`src/rtl/core/lskv_pkg.sv`:
```
`timescale 1ns / 1ps

package lskv_pkg;

  localparam int CAPACITY_DEF    = 128;
  localparam int KEY_WIDTH_DEF   = 32;
  localparam int VALUE_WIDTH_DEF = 32;

  localparam logic [2:0] OP_SET    = 3'd0;
  localparam logic [2:0] OP_GET    = 3'd1;
  localparam logic [2:0] OP_ACCESS = 3'd2;
  localparam logic [2:0] OP_DELETE = 3'd3;
  localparam logic [2:0] OP_CLEAR  = 3'd4;

  localparam logic [1:0] ST_OK      = 2'd0;
  localparam logic [1:0] ST_MISSING = 2'd1;
  localparam logic [1:0] ST_FULL    = 2'd2;

  typedef struct packed {
    logic [2:0]  op;
    logic [31:0] key;
    logic [31:0] value_in;
  } lskv_req_t;

  typedef struct packed {
    logic        found;
    logic [31:0] value_out;
    logic [1:0]  status;
    logic [7:0]  entry_count;
  } lskv_rsp_t;

  typedef enum logic [1:0] {
    FSM_IDLE,
    FSM_SCAN,
    FSM_MOVE,
    FSM_APPLY
  } lskv_state_t;

endpackage

```
`src/rtl/core/lskv_ctrl.sv`:
```
`timescale 1ns / 1ps

module lskv_ctrl import lskv_pkg::*; #(
  parameter int CAPACITY    = CAPACITY_DEF,
  parameter int KEY_WIDTH   = KEY_WIDTH_DEF,
  parameter int VALUE_WIDTH = VALUE_WIDTH_DEF,
  localparam int AW         = $clog2(CAPACITY),
  localparam int CW         = $clog2(CAPACITY + 1)
) (
  input  logic                   clk,
  input  logic                   rst_n,
  input  logic                   in_valid,
  output logic                   in_stall,
  input  lskv_req_t              in_data,
  output logic                   out_valid,
  input  logic                   out_stall,
  output lskv_rsp_t              out_data,
  output logic                   wr_en,
  output logic [AW-1:0]          wr_addr,
  output logic [KEY_WIDTH-1:0]   wr_key,
  output logic [VALUE_WIDTH-1:0] wr_val,
  output logic                   rd_en,
  output logic [AW-1:0]          rd_addr,
  input  logic [KEY_WIDTH-1:0]   rd_key,
  input  logic [VALUE_WIDTH-1:0] rd_val
);

  lskv_state_t            state_r, state_nxt;
  logic [2:0]             op_r;
  logic [KEY_WIDTH-1:0]   key_r;
  logic [VALUE_WIDTH-1:0] val_r;
  logic [AW-1:0]          idx_r;
  logic                   hit_r;
  logic [CW-1:0]          count_r, count_nxt;
  logic                   out_valid_r;
  lskv_rsp_t              out_data_r, res;

  logic          in_fire, match, scan_last, full, is_ins, out_free, apply_go;
  logic [AW-1:0] last_idx;

  assign in_stall  = (state_r != FSM_IDLE);
  assign in_fire   = in_valid && !in_stall;
  assign match     = (rd_key == key_r);
  assign scan_last = ((CW'(idx_r) + CW'(1)) == count_r);
  assign last_idx  = AW'(count_r - CW'(1));
  assign full      = (count_r == CW'(CAPACITY));
  assign is_ins    = (op_r == OP_SET) || (op_r == OP_ACCESS);
  assign out_free  = !out_valid_r || !out_stall;
  assign apply_go  = (state_r == FSM_APPLY) && out_free;
  assign out_valid = out_valid_r;
  assign out_data  = out_data_r;

  always_comb begin
    state_nxt = state_r;
    unique case (state_r)
      FSM_IDLE: begin
        if (in_fire) begin
          state_nxt = (count_r == '0) ? FSM_APPLY : FSM_SCAN;
        end
      end
      FSM_SCAN: begin
        if (match) begin
          state_nxt = (op_r == OP_DELETE && idx_r != last_idx) ? FSM_MOVE : FSM_APPLY;
        end else if (scan_last) begin
          state_nxt = FSM_APPLY;
        end
      end
      FSM_MOVE:  state_nxt = FSM_APPLY;
      FSM_APPLY: begin
        if (out_free) begin
          state_nxt = FSM_IDLE;
        end
      end
      default:   state_nxt = FSM_IDLE;
    endcase
  end

  // Reads and writes never meet on one edge: the scan only reads, and the
  // move and the final update only write, so no forwarding path is needed.
  always_comb begin
    rd_en           = 1'b0;
    rd_addr         = '0;
    wr_en           = 1'b0;
    wr_addr         = idx_r;
    wr_key          = key_r;
    wr_val          = val_r;
    count_nxt       = count_r;
    res.found       = hit_r;
    res.value_out   = '0;
    res.status      = ST_OK;
    res.entry_count = '0;
    unique case (state_r)
      FSM_IDLE: begin
        rd_en = in_fire;
      end
      FSM_SCAN: begin
        if (!match && !scan_last) begin
          rd_en   = 1'b1;
          rd_addr = idx_r + AW'(1);
        end else if (match && op_r == OP_DELETE && idx_r != last_idx) begin
          rd_en   = 1'b1;
          rd_addr = last_idx;
        end
      end
      FSM_MOVE: begin
        // The last pair fills the slot of the deleted key.
        wr_en  = 1'b1;
        wr_key = rd_key;
        wr_val = rd_val;
      end
      FSM_APPLY: begin
        if (is_ins) begin
          if (hit_r) begin
            if (op_r == OP_SET) begin
              wr_en         = out_free;
              res.value_out = 32'(val_r);
            end else begin
              res.value_out = 32'(rd_val);
            end
          end else if (!full) begin
            wr_en     = out_free;
            wr_addr   = AW'(count_r);
            wr_val    = (op_r == OP_SET) ? val_r : '0;
            count_nxt = count_r + CW'(1);
            res.value_out = (op_r == OP_SET) ? 32'(val_r) : '0;
          end else begin
            res.status = ST_FULL;
          end
        end else if (op_r == OP_DELETE) begin
          if (hit_r) begin
            count_nxt = count_r - CW'(1);
          end else begin
            res.status = ST_MISSING;
          end
        end else if (op_r == OP_CLEAR) begin
          count_nxt = '0;
        end else if (hit_r) begin
          res.value_out = 32'(rd_val);
        end else begin
          res.status = ST_MISSING;
        end
      end
      default: ;
    endcase
    res.entry_count = 8'(count_nxt);
  end

  always_ff @(posedge clk) begin
    if (!rst_n) begin
      state_r     <= FSM_IDLE;
      count_r     <= '0;
      out_valid_r <= 1'b0;
    end else begin
      state_r <= state_nxt;
      if (apply_go) begin
        count_r     <= count_nxt;
        out_valid_r <= 1'b1;
      end else if (!out_stall) begin
        out_valid_r <= 1'b0;
      end
    end
  end

  always_ff @(posedge clk) begin
    if (in_fire) begin
      op_r  <= in_data.op;
      key_r <= KEY_WIDTH'(in_data.key);
      val_r <= VALUE_WIDTH'(in_data.value_in);
      hit_r <= 1'b0;
      idx_r <= '0;
    end else if (state_r == FSM_SCAN) begin
      if (match) begin
        hit_r <= 1'b1;
      end else if (!scan_last) begin
        idx_r <= idx_r + AW'(1);
      end
    end
    if (apply_go) begin
      out_data_r <= res;
    end
  end

endmodule

```
`config.mk`:
```
export PLATFORM = sky130hd
export DESIGN_NAME = lskv_ctrl
export DESIGN_NICKNAME = d
export VERILOG_FILES = /design/src/rtl/core/lskv_pkg.sv /design/src/rtl/core/lskv_ctrl.sv
export SDC_FILE = /design/constraint.sdc
export NUM_CORES = 1
export LEC_CHECK = 0
export ABC_AREA = 1
export BUFFER_PORTS_ARGS = -buffer_cell sky130_fd_sc_hd__buf_2
export CAP_MARGIN = 20
export CORE_AREA = 3 3 126 128
export CTS_CLUSTER_SIZE = 10
export DETAILED_ROUTE_END_ITERATION = 7
export DIE_AREA = 0 0 129 131
export PLACE_DENSITY = 0.78
export SYNTH_ARGS = -nofsm -noshare
export SYNTH_HDL_FRONTEND = slang
export SYNTH_SLANG_ARGS = --single-unit
export TNS_END_PERCENT = 50
```
`constraint.sdc`:
```
create_clock -name clk -period 7.86 [get_ports clk]
set_input_delay 0 -clock clk [delete_from_list [all_inputs] [get_ports clk]]
set_output_delay 0 -clock clk [all_outputs]
set_load 0.005 [all_outputs]
```
## After elaboration in Yosys (flattened, before gate mapping)

Cells that the tools add are included.

- Add/subtract/negate cells: 4
- Multipliers: 0
- Divide/modulo/power cells: 0
- Order comparisons: 0
- Equality and inequality tests: 14
- Shifts and indexed selects: 0
- Muxes and demuxes: 48
- Bitwise logic cells: 2
- Reduce and logical (&&, ||, !) cells: 20

Operators by type and width:

| cell | number |
|---|---|
| 2-to-1 mux 32 bit | 10 |
| 2-to-1 mux 34 bit | 2 |
| one-hot mux 32 bit (2 select lines) | 1 |
| 2-to-1 mux 8 bit | 7 |
| 2-to-1 mux 7 bit | 7 |
| equality test 32 bit | 1 |
| 2-to-1 mux 2 bit | 8 |
| 2-to-1 mux 1 bit | 10 |
| adder 7 x 1 -> 8 bit (second input constant) | 1 |
| adder 8 x 1 -> 8 bit (second input constant) | 1 |
| equality test 8 bit | 1 |
| equality test 8 bit (second input constant) | 1 |
| zero test 8 bit | 1 |
| one-hot mux 2 bit (4 select lines) | 1 |
| subtractor 8 x 1 -> 8 bit (second input constant) | 1 |
| adder 7 x 1 -> 7 bit (second input constant) | 1 |
| inequality test 7 bit | 1 |
| equality test 3 x 2 -> 1 bit (second input constant) | 2 |
| logical AND 1 bit | 6 |
| AND reduction 3 bit | 2 |
| zero test 1 bit | 5 |
| equality test 2 bit (second input constant) | 2 |
| inequality test 2 bit (second input constant) | 2 |
| one-hot mux 1 bit (2 select lines) | 2 |
| other kinds (10) | 12 |

- Register bits after elaboration: 129
- Latch bits: 0
- RAM bits: 0
- Bits in read-only memories: 0
- Input bits: 135
- Output and inout bits: 125
- Logic and storage cells: 100
- Memories: 0

## Longest topological paths before layout

- Depth after elaboration: 6
- Depth in mapped cells: 16
- Gate-level depth less buffers: 15

## Worst setup path before layout

Ideal clock, no wire load.

- Path kind: register to register
- Start: register state_r[0]
- End: register count_r[2]
- Library setup time: 115 ps
- Arrival: 3403 ps
- Data required time: 7745 ps
- Slack: 4342 ps
- Stages on the path, launching flop included: 9
- Path buffers: 2
- Period minus slack after synthesis: 3518 ps
- Cells stage by stage: dfxtp_1 -> ha_1 -> buf_2 -> inv_1 -> nor2_1 -> inv_1 -> buf_2 -> o21ai_0 -> inv_1

- Longest elaborated chain between the ends: 2
- Elaborated cells on any way between the ends: 3
- Those cells by class: eq/ne: 1; mux: 1; reduce/logical: 1

RTL lines:

| element | RTL line | text |
|---|---|---|
| from (decl) | lskv_ctrl.sv:28 | `lskv_state_t state_r, state_nxt;` |
| from (signal assigned) | lskv_ctrl.sv:154 | `state_r <= state_nxt;` |
| equality test 2 bit | lskv_ctrl.sv:49 | `assign apply_go = (state_r == FSM_APPLY) && out_free;` |
| logical AND 1 bit | lskv_ctrl.sv:49 |  |
| via apply_go | lskv_ctrl.sv:38 | `logic in_fire, match, scan_last, full, is_ins, out_free, apply_go;` |
| to (signal assigned) | lskv_ctrl.sv:156 | `count_r <= count_nxt;` |
| to (decl) | lskv_ctrl.sv:34 | `logic [CW-1:0] count_r, count_nxt;` |

The timed path passes the listed nets, and every way through them passes these cells.
A chain may end at the register's enable or synchronous reset.

## Final worst setup path

- Start: register state_r[0]
- End: output port wr_val[30]

- Longest elaborated chain between the ends: 2
- Elaborated cells on any way between the ends: 3
- Those cells by class: eq/ne: 2; mux: 1

RTL lines:

| element | RTL line | text |
|---|---|---|
| equality test 2 bit | lskv_ctrl.sv:92 | `unique case (state_r)` |
| one-hot mux 32 bit (2 select lines) (*) | lskv_ctrl.sv:92 |  |
| to (decl) | lskv_ctrl.sv:21 | `output logic [VALUE_WIDTH-1:0] wr_val,` |

Mark *: on every way between the ends. The rest lies on a longest branch, timed or not.

==> summary.txt <==
Critical path
  • Critical Path Slowest Stage Cell: inv_1
  • Cell mode on critical path: inv_1
  • Max incr delay on CP: around 0.55 ns
  • Worst path required time: around 8 ns
  • WP data arrival: approximately 2.7 ns
  • CP Launch Type: flop
  • Crit-path cells: inv_1 -> ha_2 -> inv_1 -> o22ai_2 -> buf_8 -> o21ai_0 -> buf_2
  • CP max FO: 20
  • Setup crit end kind: primary output
  • Critical path class: reg -> out

Power and ir drop
  • Tot Pwr: between 2 and 3 mW
  • PD cells: between 200 and 300 nW/um^2
  • VDD IR-drop max: 0.1448 mV
  • Leakage: 4.668 nW

Yosys
  • Register area share after synthesis: 0.5056
  • Synth area leader: edfxtp_1
  • Post-synth top cells: nand2_1 (306), edfxtp_1 (110), inv_1 (101)
  • Asr flop ratio synth: 0
  • Most frequent cell after synthesis: nand2_1
  • Synth top area share: 0.4534
  • Synth warn: 0
  • Syn_nets: a little over 1000
  • Ranking of synthesized cells by area: edfxtp_1 (45%), nand2_1 (16%), o21ai_0 (6.7%), dfxtp_1 (5.2%), inv_1 (5.2%)
  • Post-synth EDFFs: 110
  • Syn Area/Cell: between 8 and 9 sq um
  • Cell Area, Synth: 7286 sq um
  • Synth Flop Type: edfxtp_1
  • Synth unique cells: 37
  • Synthesized flop and latch total: between 100 and 150
  • Mapped Cells: between 800 and 900

Final layout
  • Layout cells sized above 1: 0.2679
  • Nets: 1362
  • Antenna diodes: 0
  • Area growth syn-to-layout: 38.42%

Timing
  • Fin crit share: 0.3480
  • Pin slew with the least headroom to its limit: 0.7650 ns
  • Max Clock Freq: between 300 and 400 MHz
  • Setup TNS: 0 ns
  • Worst Skew: a little under 0.009 ns
  • Fin. Hold Viols: 0
  • Final Setup Violations: 0
  • Max-Slew Margin vs Limit: 0.4900
  • Max-slew violation count: 0
  • Min Tclk post-route: approximately 2.7 ns
  • RSZ-0062 raised after global routing: false

Clock tree
  • Max clock buf depth: 2
  • Number of clock sinks: about 130
  • Clk pin slew, worst setup/hold paths: 0.06 ns
  • Setup Buffers After CTS: 0
  • CTS tree: built
  • Skew-Pair Late Insertion Delay: 0.41 ns
  • CTS H-tree lvls: 4
  • Root cell of the clock tree: clkbuf_16
  • Cts bufs inserted: 17

Detailed routing
  • Via density: between 5 and 6
  • Starting DRT DRC Count: just under 600
  • DRC viols: 0
  • Routed WL: 23810 um
  • Vias: about 7500
  • Post-DRT Antenna Nets: 0
  • DR pass1 iterations: 5
  • DR WL/cell: approximately 17 um

Global route
  • Antenna violations before repair: 0
  • Overflow after GRT: 0
  • Pin count of the biggest net entering global routing: slightly below 80
  • Overall Global Routing Usage: 0.2814
  • Vias in the first global route: 7400
  • First-pass GRT wire length: between 30000 and 40000 um

Floorplanning
  • Core ar.: between 10000 and 15000 sq um
  • Starting Density: 0.4865
  • Num ports: 260
  • Die Area: about 17000 sq um
  • Die X: 129 um
  • Die Span Y: between 100 and 150 um
  • Rows: 45

Placed design
  • HPWL Detailed: about 17000 um
  • GP Congestion: around 0.98
  • # port buffers: ~260

Hold path
  • Worst Hold Class: in -> reg

Status
  • Outcome: complete, no violations

Flow run
  • Max_cap viols: 0
## where the power goes
part | internal (mW) | switching, mW | total (mW)
logic | 0.378 | 0.636 | 1.01
registers | 0.889 | 0.0780 | 0.967
clock network | 0.470 | 0.296 | 0.766
## worst max-delay path: cells and delay by family (launching register included)
kind / cells / cell delay, ns
adders and majority gates: 1 / 0.19
DFF: 1 / 0.41
buffers and inverters: 4 / 1.08
AOI/OAI and AO/OA: 2 / 0.64
## cell usage in the layout (no fill, tap or decap), types with 4 or more instances in the layout
master and count:
o21ai_1 9, xnor2_1 22, clkbuf_1 4, clkbuf_16 17, nand2_2 6, o32ai_1 4
edfxtp_1 110, xor2_1 6, buf_2 259, nor2_1 36, nand4_1 9, o21ai_0 97
dlygate4sd3_1 79, nor2_2 6, buf_4 5, nand3_2 4, inv_2 8, a21oi_1 15
o22ai_1 40, nor3_1 4, ha_1 7, nand2_1 305, inv_1 100, dfxtp_1 19
nand3_1 30
## sequential cells by signal, indices dropped and copies added, names as in the netlist
signal	flops
count_r	8
hit_r	1
idx_r	7
key_r	32
op_r	3
out_data	43
out_valid	1
state_r	2
val_r	32
## metrics by stage
step           std cells  utilization  cell area [sq um]  hold WS [ns]  worst slack, ns
4_1_cts             1419       0.6720              10060      0.001585            4.679
6_report            1420       0.6734              10080      0.009487            5.125
2_1_floorplan        894            -               7286       0.09730            4.342
3_3_place_gp        1307       0.5800               8687        0.1761            4.966
5_1_grt             1420       0.6734              10080       0.01833            4.895
3_5_place_dp        1308       0.5810               8702        0.1781            4.900
## cell type report
class	count	area, sq um
fillers	1188	4892
flip-flops and latches	129	3684
multi-input cells	618	3029
repair buffers	345	2160
clock buffers	21	440.4
inverters	108	405.4
well taps	188	235.2
clock inverters	11	131.4
## what timing repair did
action,in CTS,in global routing
hold buffers,79,0
hold endpoints to repair,82,0
gates resized for setup,0,0
## cell families (layout without fill, tap and decap cells)
kind of cell    Yosys count  count (layout)  share of synthesized area
compound gates          175             175                     0.1365
xor+xnor                 28              28                    0.03366
fa+ha+maj                 8               8                    0.01374
buf+inv                 147             485                    0.08037
flops                   129             129                     0.5056
simple gates            407             407                     0.2301
## per-layer routing
layer	vias to the layer above	GRT usage	part of all wire
li1	3626	-	-
met1	3428	0.3278	0.39
met2	388	0.4753	0.48
met3	86	0.06463	0.074
met4	0	0.1674	0.053
met5	-	0	0
## path summary, 6_finish.rpt
kind	cells past startpoint	end	startpoint	slack (ns)
hold / removal	3	out_data[20]	rd_val[10]	0.009
setup reg to reg	8	count_r[2]	state_r[0]	5.18
hold reg to reg	2	state_r[0]	state_r[0]	0.54
setup / recovery	7	wr_val[30]	state_r[0]	5.12
(Power assumes the default switching activity.)
